### src/rtl/avd_pkg.sv
`timescale 1ns / 1ps
`default_nettype none

package avd_pkg;

   // default width of the source counter and of emitted neighbor ids
   localparam int ID_BITS_DEFAULT = 32;

   // varint byte layout
   localparam logic [7:0] VARINT_CONT_MASK  = 8'h80;
   localparam logic [7:0] VARINT_DATA_MASK  = 8'h7F;
   localparam logic [7:0] VARINT_LAST_MASK  = 8'hFE;

   // byte count at which the degree varint is forced to end
   localparam logic [3:0] VARINT_LAST_COUNT = 4'd9;

   // index of the last byte of a neighbor id
   localparam logic [1:0] NEIGHBOR_LAST_BYTE = 2'd3;

   typedef enum logic {
      STATUS_EDGE     = 1'b0,
      STATUS_OVERFLOW = 1'b1
   } status_type;

endpackage

`default_nettype wire

### src/rtl/adjacency_varint_edge_decoder_core.sv
`timescale 1ns / 1ps
`default_nettype none

// channel  dir  handshake            payload
// req      in   req_valid/req_ready  req_data_byte[7:0]
// rsp      out  rsp_valid/rsp_ready  rsp_source_node[31:0], rsp_target_node[31:0], rsp_status
//
// one byte is taken per cycle; each byte updates the decode state in the cycle it is taken
// and an edge or error word appears on rsp in the cycle after the byte that completes it.
// a single result register sits on rsp; req_ready stays high while that register is
// empty or being drained, so the input only stalls when rsp is held off with a word waiting.
// reset is synchronous, active high, and clears all decode state and the error halt.
module adjacency_varint_edge_decoder_core #(
   parameter int ID_BITS = avd_pkg::ID_BITS_DEFAULT
) (
   input  wire logic        clock,
   input  wire logic        reset,
   input  wire logic        req_valid,
   output      logic        req_ready,
   input  wire logic [7:0]  req_data_byte,
   output      logic        rsp_valid,
   input  wire logic        rsp_ready,
   output      logic [31:0] rsp_source_node,
   output      logic [31:0] rsp_target_node,
   output      logic        rsp_status
);

   localparam logic [31:0] TARGET_MASK = (ID_BITS >= 32) ? 32'hFFFF_FFFF :
                                         32'((64'd1 << ID_BITS) - 64'd1);

   logic               phase_ff, phase_in;
   logic [3:0]         vcount_ff, vcount_in;
   logic [31:0]        degree_acc_ff, degree_acc_in;
   logic [31:0]        remaining_ff, remaining_in;
   logic [1:0]         nbyte_idx_ff, nbyte_idx_in;
   logic [23:0]        partial_ff, partial_in;
   logic [ID_BITS-1:0] source_ff, source_in;
   logic               seen_first_ff, seen_first_in;
   logic               halted_ff, halted_in;

   logic               rsp_valid_ff, rsp_valid_in;
   logic [31:0]        rsp_source_ff, rsp_source_in;
   logic [31:0]        rsp_target_ff, rsp_target_in;
   avd_pkg::status_type rsp_status_ff, rsp_status_in;

   logic               accept;
   logic               emit;
   logic [31:0]        degree_add;
   logic [63:0]        source_wide;
   logic [31:0]        target_full;

   assign req_ready = !rsp_valid_ff || rsp_ready;
   assign accept    = req_valid && req_ready;

   assign source_wide = 64'(source_ff);
   assign target_full = {req_data_byte, partial_ff};

   // varint payload bits above bit 31 are dropped
   always_comb begin
      degree_add = '0;
      unique case (vcount_ff)
         4'd0:    degree_add[6:0]   = req_data_byte[6:0];
         4'd1:    degree_add[13:7]  = req_data_byte[6:0];
         4'd2:    degree_add[20:14] = req_data_byte[6:0];
         4'd3:    degree_add[27:21] = req_data_byte[6:0];
         4'd4:    degree_add[31:28] = req_data_byte[3:0];
         default: degree_add        = '0;
      endcase
   end

   always_comb begin
      logic finish;
      logic [31:0] new_degree;

      phase_in       = phase_ff;
      vcount_in      = vcount_ff;
      degree_acc_in  = degree_acc_ff;
      remaining_in   = remaining_ff;
      nbyte_idx_in   = nbyte_idx_ff;
      partial_in     = partial_ff;
      source_in      = source_ff;
      seen_first_in  = seen_first_ff;
      halted_in      = halted_ff;
      emit           = 1'b0;
      rsp_source_in  = rsp_source_ff;
      rsp_target_in  = rsp_target_ff;
      rsp_status_in  = rsp_status_ff;
      finish         = 1'b0;
      new_degree     = degree_acc_ff;

      if (accept && !halted_ff) begin
         if (phase_ff) begin
            if (nbyte_idx_ff != avd_pkg::NEIGHBOR_LAST_BYTE) begin
               unique case (nbyte_idx_ff)
                  2'd0:    partial_in[7:0]   = req_data_byte;
                  2'd1:    partial_in[15:8]  = req_data_byte;
                  default: partial_in[23:16] = req_data_byte;
               endcase
               nbyte_idx_in = nbyte_idx_ff + 2'd1;
            end else begin
               emit          = 1'b1;
               rsp_source_in = source_wide[31:0];
               rsp_target_in = target_full & TARGET_MASK;
               rsp_status_in = avd_pkg::STATUS_EDGE;
               nbyte_idx_in  = '0;
               partial_in    = '0;
               remaining_in  = remaining_ff - 32'd1;
               if (remaining_ff == 32'd1) begin
                  phase_in = 1'b0;
               end
            end
         end else if (vcount_ff >= avd_pkg::VARINT_LAST_COUNT) begin
            if ((req_data_byte & avd_pkg::VARINT_LAST_MASK) != 8'd0) begin
               emit          = 1'b1;
               halted_in     = 1'b1;
               rsp_source_in = source_wide[31:0];
               rsp_target_in = '0;
               rsp_status_in = avd_pkg::STATUS_OVERFLOW;
            end else begin
               finish = 1'b1;
            end
         end else begin
            new_degree    = degree_acc_ff | degree_add;
            degree_acc_in = new_degree;
            if ((req_data_byte & avd_pkg::VARINT_CONT_MASK) != 8'd0) begin
               vcount_in = vcount_ff + 4'd1;
            end else begin
               finish = 1'b1;
            end
         end

         // degree complete: open the next node record
         if (finish) begin
            if (seen_first_ff) begin
               source_in = source_ff + ID_BITS'(1);
            end
            seen_first_in = 1'b1;
            remaining_in  = new_degree;
            degree_acc_in = '0;
            vcount_in     = '0;
            nbyte_idx_in  = '0;
            partial_in    = '0;
            phase_in      = (new_degree != 32'd0);
         end
      end

      if (emit) begin
         rsp_valid_in = 1'b1;
      end else if (rsp_ready) begin
         rsp_valid_in = 1'b0;
      end else begin
         rsp_valid_in = rsp_valid_ff;
      end
   end

   always_ff @(posedge clock) begin
      if (reset) begin
         phase_ff      <= 1'b0;
         vcount_ff     <= '0;
         degree_acc_ff <= '0;
         remaining_ff  <= '0;
         nbyte_idx_ff  <= '0;
         partial_ff    <= '0;
         source_ff     <= '0;
         seen_first_ff <= 1'b0;
         halted_ff     <= 1'b0;
         rsp_valid_ff  <= 1'b0;
      end else begin
         phase_ff      <= phase_in;
         vcount_ff     <= vcount_in;
         degree_acc_ff <= degree_acc_in;
         remaining_ff  <= remaining_in;
         nbyte_idx_ff  <= nbyte_idx_in;
         partial_ff    <= partial_in;
         source_ff     <= source_in;
         seen_first_ff <= seen_first_in;
         halted_ff     <= halted_in;
         rsp_valid_ff  <= rsp_valid_in;
      end
   end

   always_ff @(posedge clock) begin
      rsp_source_ff <= rsp_source_in;
      rsp_target_ff <= rsp_target_in;
      rsp_status_ff <= rsp_status_in;
   end

   assign rsp_valid       = rsp_valid_ff;
   assign rsp_source_node = rsp_source_ff;
   assign rsp_target_node = rsp_target_ff;
   assign rsp_status      = rsp_status_ff;

`ifndef NO_ASSERTIONS
   // once halted, an empty result register never fills again
   a_halt_quiet: assert property (@(posedge clock) disable iff (reset)
      halted_ff && !rsp_valid_ff |=> !rsp_valid_ff)
      else $error("word produced after overflow halt");

   // neighbor phase always has neighbors left to read
   a_phase_remaining: assert property (@(posedge clock) disable iff (reset)
      phase_ff |-> remaining_ff != 32'd0)
      else $error("neighbor phase with zero remaining degree");

   // an overflow word is only ever shown together with the halt
   a_overflow_halts: assert property (@(posedge clock) disable iff (reset)
      rsp_valid_ff && rsp_status_ff == avd_pkg::STATUS_OVERFLOW |-> halted_ff)
      else $error("overflow word without halt");

   // varint byte count never runs past the forced last byte
   a_vcount_range: assert property (@(posedge clock) disable iff (reset)
      vcount_ff <= avd_pkg::VARINT_LAST_COUNT)
      else $error("varint byte count out of range");
`endif

endmodule

`default_nettype wire

### config.mk
export PLATFORM = sky130hd
export DESIGN_NAME = adjacency_varint_edge_decoder_core
export DESIGN_NICKNAME = d
export VERILOG_FILES = /design/src/rtl/avd_pkg.sv /design/src/rtl/adjacency_varint_edge_decoder_core.sv
export SDC_FILE = /design/constraint.sdc
export NUM_CORES = 1
export LEC_CHECK = 0
export ABC_AREA = 0
export BUFFER_PORTS_ARGS = -buffer_cell sky130_fd_sc_hd__buf_2
export CAP_MARGIN = 40
export CORE_MARGIN = 5
export CORE_UTILIZATION = 42
export DETAILED_ROUTE_END_ITERATION = 16
export SETUP_SLACK_MARGIN = 0.05
export SYNTH_ARGS = -nofsm -noshare
export SYNTH_HDL_FRONTEND = slang
export SYNTH_SLANG_ARGS = --single-unit
### constraint.sdc
create_clock -name clock -period 5.6 [get_ports clock]
set_clock_uncertainty 0.05 [all_clocks]
set_input_delay 0 -clock clock [delete_from_list [all_inputs] [get_ports clock]]
set_output_delay 0 -clock clock [all_outputs]
set_load 0.01 [all_outputs]
==> results.toml, run 1 <==
[outcome]
outcome = "completed"

[timing]
hold_viol = 0
max_clock_freq_ghz = 0.353
fin_tns_setup_ps = 0
maxSlewViolCount = 0
setup_violations = 0
post-route-min-period_ps = 2840
worstMarginPinSlew_ps = 883
timing.final.crit_share_pct = 50.6
rsz0062_at_grt = "false"
slew_headroom_pct = 40.6

[logic_synthesis]
netlist_instances = 937
synthDistinctLibCells = 73
ys_top_cells_by_count = "dfxtp_1, nor2_1, a21oi_1, nand2_1, edfxtp_1"
synth_most_common_cell = "dfxtp_1"
syn_nets = 960
synth_top_family_by_area = "simple AND/OR/NAND/NOR gates"
synth-simple-area-share_pct = 24.7
synth_xor_area_share_pct = 2.60
yosys_register_bits = 195
synthMuxAreaShare_pct = 0.913
synth_adder_area_share_pct = 1.57
synth_compound_area_share_pct = 14.6
synth.avg_cell_area_um2 = 9.36
seq_area_frac_synth_pct = 51.9
yosysWarningCount = 0
synthFlopType = "dfxtp_1"
synth_edf_count = 65
synth_top_area_share_pct = 29.7
netlist.top_cell.by_area = "dfxtp_1"
async_flop_share_pct = 0
synth_area_leaders = "dfxtp_1, edfxtp_1, a21oi_1"
netlist_area_um2 = 8770

[critical_path]
ff2ff_path_depth = 7
path_class = "reg2reg"
critPathRequiredTime_ps = 5620
crit_path_max_fanout = 47
arrival_ps = 2860
end_kind = "register"
reg2reg_slack_ps = 2760
cp-start-kind = "register"

[cells_and_area]
synthToLayoutAreaGrowth_pct = 14.7
layout-drive-gt1-share_pct = 15.9
antenna_cells = 0
fin_area_um2 = 10100
nets = 1023

[floorplanning]
io_pins = 79
initial_utilization_pct = 42.9
dieWidth_um = 155
coreArea_um2 = 20400
fp-row-count = 52
dieArea_um2 = 23900
die_height_um = 155

[placed_design]
place.gp.congestion = 0.836
hpwl_mm = 14.1
portBuffers = 78
placed_cell_area_um2 = 9390

[clocking]
cts_post_setup_buffers_inserted = 0
numCtsBuffers = 17
cts_max_level = 4
clk_path_buf_depth = 2
cts_tree = "built"
clk_latency_ps = 440
cts.sinks = 195
cts_resized = 0
clkSlewWorstSetupHoldPaths_ps = 70
cts-root-buf = "clkbuf_16"

[routing]
routed_wl_mm = 21.0
detail_route.wl_per_cell_um = 16.4
firstDrtPassIters = 5
drt_iter0_drc = 472
drc = 0
vias_per_cell = 5.38
postRouteAntennaNets = 0
vias = 6904

[run]
drv_cap = 0

[grt]
antenna_found_initial = 0
grt_pass1_vias = 6416
grt_overflow = 0
grt_util_all_layers_pct = 17.8
grt_max_degree = 49
grt_pass1_wl_mm = 34.5

[hold_path]
hp-class = "in2reg"
hold_depth = 3

[power_and_ir_drop]
ir_worst_vdd_mv = 0.224
power.density_nw_per_um2 = 317
power_w = 0.00319
p_leak_nw = 3.54
## layer usage
layer	vias up	share of wire, %	global-route usage, %
met5	-	0	0
met4	0	1.9	6.43
met3	33	3.9	3.05
met2	155	47	28.0
met1	3252	48	24.8
li1	3464	-	-
## power breakdown
part	switching, W	total, W	internal (W)
clock network	0.000566	0.00121	0.000642
logic	0.000298	0.000455	0.000156
registers	0.0000371	0.00152	0.00149
total	0.000902	0.00319	0.00229
## per-stage QoR
step	util [%]	hold WS, ps	setup slack [ps]	instances
floorplan	-	97.5	744	937
global placement	45.8	301	2770	1240
detailed placement	46.0	311	2710	1242
CTS	49.3	14.8	2710	1283
global route	49.3	36.8	2500	1283
finish	49.3	22.5	2760	1283
## cell usage in the layout (no fill, tap or decap), drive strengths merged, types with 7 or more instances in the layout
cell type and n:
clkbuf 19, and3 12, inv 30, nand3 24, nor2 125, nand2 79, buf 88, a31oi 8
o21ai 58, dlygate4sd3 9, and2 38, nand4 15, mux2i 8, edfxtp 65, ha 11, nor3 55
or3 7, nor4 21, nor3b 11, dfxtp 130, xnor2 22, a21oi 107
## path summary, 6_finish.rpt
check,start,end
worst min-delay path,req_data_byte[2],degree_acc_ff[30]$_SDFFE_PP0P_
worst max-delay path,vcount_ff[0]$_SDFFE_PP0P_,rsp_target_node[30]$_SDFFCE_PN0P_
worst max register to register,vcount_ff[0]$_SDFFE_PP0P_,rsp_target_node[30]$_SDFFCE_PN0P_
worst min register to register,seen_first_ff$_SDFFE_PP0P_,seen_first_ff$_SDFFE_PP0P_
## repair_timing
item | CTS | global route
setup endpoints to repair | 0 | 0
endpoints found under the hold margin | 25 | 0
hold buffers | 9 | 0
## final cells by class
cell class | count | area (um^2)
multi-input combinational | 665 | 3920
clock buffer | 19 | 443
sequential | 195 | 4550
inverter | 24 | 90.1
tap | 270 | 338
fill | 1939 | 10400
timing repair buffer | 97 | 576
clock inverter | 13 | 141
## cells by family after synthesis
group / Yosys count
AO/OA/AOI/OAI: 213
XOR/XNOR: 26
adder cells (fa/ha/maj): 11
buffers and inverters: 77
flip-flops: 195
multiplexers: 8
AND/OR/NAND/NOR: 407
## sequential cells by signal (all words and copies together), names as in the netlist
register,count
source_ff,32
seen_first_ff,1
rsp_target_node,32
rsp_status,1
rsp_source_node,32
degree_acc_ff,32
rsp_valid,1
vcount_ff,4
phase_ff,1
remaining_ff,32
partial_ff,24
halted_ff,1
nbyte_idx_ff,2
## worst max-delay path, stage by stage (launching register included)
cell and delay [ps]:
dfxtp_1 390, inv_1 120, ha_1 210, nor3b_4 160, nor2_1 200, nand3_1 160, a21oi_4 570, buf_4 590
Note: power is estimated with default switching activity, not from simulation.
==> run 2: changes to the inputs <==
==> constraint.sdc (replaced) <==
create_clock -name clock -period 2.95 [get_ports clock]
set_clock_uncertainty 0.05 [all_clocks]
set_input_delay 0 -clock clock [delete_from_list [all_inputs] [get_ports clock]]
set_output_delay 0 -clock clock [all_outputs]
set_load 0.01 [all_outputs]
==> run 2 against run 1 <==
  * Largest cell class unchanged
  * Worst setup slack got worse by 2300 ps
  * Critical endpoint is now remaining_ff[24]$_SDFFE_PP0P_
  * Hold slack improved by 87 ps
  * Critical path type unchanged
  * Cell area increased by 1.8%
  * Die area unchanged
==> results.toml, run 2 (same netlist as run 1, synthesis figures left out) <==
[routing]
detail_route.wl_per_cell_um = 16.4
drc = 0
vias_per_cell = 5.45
firstDrtPassIters = 5
drt_iter0_drc = 433
postRouteAntennaNets = 0
vias = 7072
routed_wl_mm = 21.3

[timing]
rsz0062_at_grt = "false"
max_clock_freq_ghz = 0.396
slew_headroom_pct = 42.5
worstMarginPinSlew_ps = 855
post-route-min-period_ps = 2520
fin_tns_setup_ps = 0
hold_slack_ps = 109
hold_viol = 0
setup_violations = 0
maxSlewViolCount = 0
timing.final.crit_share_pct = 85.6

[grt]
grt_pass1_wl_mm = 35.1
grt_overflow = 0
grt_util_all_layers_pct = 18.0
antenna_found_initial = 0
grt_pass1_vias = 6622
grt_max_degree = 66

[placed_design]
portBuffers = 78
place.gp.congestion = 0.851
hpwl_mm = 14.5

[critical_path]
critPathRequiredTime_ps = 3230
end_kind = "register"
regToRegStartpoint = "vcount_ff[0]$_SDFFE_PP0P_"
arrival_ps = 2800
critical_path.slowest_cell = "o21ai_2"
cp_cell_sequence = "inv_1 > ha_1 > nor3b_4 > o21a_1 > o21ai_2 > buf_4 > a21oi_1 > o32ai_1"
crit_path_max_fanout = 13
ff2ff_path_depth = 8
path_class = "reg2reg"
critical_path.max_stage_delay_ps = 610
r2r_end = "remaining_ff[24]$_SDFFE_PP0P_"
cp-start-kind = "register"
reg2reg_slack_ps = 430

[hold_path]
hold_depth = 5
min_to = "nbyte_idx_ff[1]$_SDFFE_PP0P_"
worstHoldStart = "req_valid"
hp-class = "in2reg"

[cells_and_area]
layout_commonest_cell = "dfxtp_1"
fin_util_pct = 50.1
layout-drive-gt1-share_pct = 17.0
nets = 1037
n_fill_cell = 1966
antenna_cells = 0
final_cell_mix = "dfxtp_1, nor2_1, a21oi_1"
synthToLayoutAreaGrowth_pct = 16.8

[floorplanning]
fp-row-count = 52
coreArea_um2 = 20400
die_height_um = 155
io_pins = 79
dieWidth_um = 155
initial_utilization_pct = 42.9
dieArea_um2 = 23900

[run]
drv_cap = 0

[power_and_ir_drop]
p_leak_nw = 3.63
ir_worst_vdd_mv = 0.420
power_w = 0.00610
power.density_nw_per_um2 = 596

[clocking]
clk_latency_ps = 440
cts.sinks = 195
cts-root-buf = "clkbuf_16"
cts_max_level = 4
numCtsBuffers = 17
clkSlewWorstSetupHoldPaths_ps = 80
clk_path_buf_depth = 2
cts_tree = "built"
cts_post_setup_buffers_inserted = 0

[outcome]
outcome = "completed"
-- run 2: cell types whose count changed in the layout (fill, tap and decap cells not counted), moves of 2 or more --
cell / previous run / this run
clkinv_4: 5 / 0
inv_8: 3 / 5
clkinv_8: 0 / 5
buf_12: 1 / 5
buf_4: 8 / 17
-- run 2: report_power, final --
| group | total (W) | switching, W | internal, W |
|---|---|---|---|
| Sequential | 0.00289 | 0.0000695 | 0.00282 |
| Clock | 0.00232 | 0.00117 | 0.00115 |
| Combinational | 0.000893 | 0.000566 | 0.000327 |
-- run 2: repair_timing --
item / in CTS / in global routing
endpoints found under the hold margin: 29 / 0
setup endpoints to repair: 0 / 0
gates resized for setup: 0 / 0
hold buffers: 10 / 0
-- run 2: how the worst max path moves through the flow --
| stage | depth (start not counted) | startpoint | to |
|---|---|---|---|
| 2_1_floorplan | 6 | vcount_ff[0]$_SDFFE_PP0P_ | rsp_source_node[0]$_DFFE_PP_ |
| 3_3_place_gp | 9 | vcount_ff[0]$_SDFFE_PP0P_ | remaining_ff[22]$_SDFFE_PP0P_ |
| 3_5_place_dp | 8 | vcount_ff[0]$_SDFFE_PP0P_ | remaining_ff[24]$_SDFFE_PP0P_ |
| 4_1_cts | 8 | vcount_ff[0]$_SDFFE_PP0P_ | remaining_ff[24]$_SDFFE_PP0P_ |
| 5_1_grt | 9 | vcount_ff[0]$_SDFFE_PP0P_ | remaining_ff[18]$_SDFFE_PP0P_ |
| 6_report | 8 | vcount_ff[0]$_SDFFE_PP0P_ | remaining_ff[24]$_SDFFE_PP0P_ |
-- run 2: per-layer routing --
| metal | share of wire, % | global-route usage [%] | wire, um | vias up |
|---|---|---|---|---|
| met3 | 5.2 | 3.16 | 1100 | 35 |
| li1 | - | - | - | 3484 |
| met5 | 0 | 0 | 0 | - |
| met1 | 45 | 24.1 | 9620 | 3368 |
| met2 | 48 | 29.8 | 10100 | 185 |
| met4 | 1.9 | 5.97 | 408 | 0 |
-- run 2: area by class of cell --
class                   instances  area, um^2  share of cell area (%)
clock buffers                  17         425                    4.15
multi-input cells             665        3910                    38.2
inverters                      24        90.1                   0.880
flip-flops and latches        195        4550                    44.5
repair buffers                111         746                    7.28
well taps                     270         338                    3.30
clock inverters                15         176                    1.72
-- run 2: critical path, delay by kind of cell, from the launching register on --
kind,cells,cell delay [ps]
and+or+nand+nor,1,160
DFF,1,390
adders and majority gates,1,210
AOI/OAI and AO/OA,4,1190
buffers and inverters,2,410
-- run 2: through the flow --
step | instances | worst slack, ps | cell area (um^2)
floorplan | 937 | 219 | 8780
global placement | 1254 | 472 | 9510
detailed placement | 1255 | 462 | 9540
CTS | 1297 | 424 | 10200
global route | 1297 | 234 | 10200
finish | 1297 | 425 | 10200
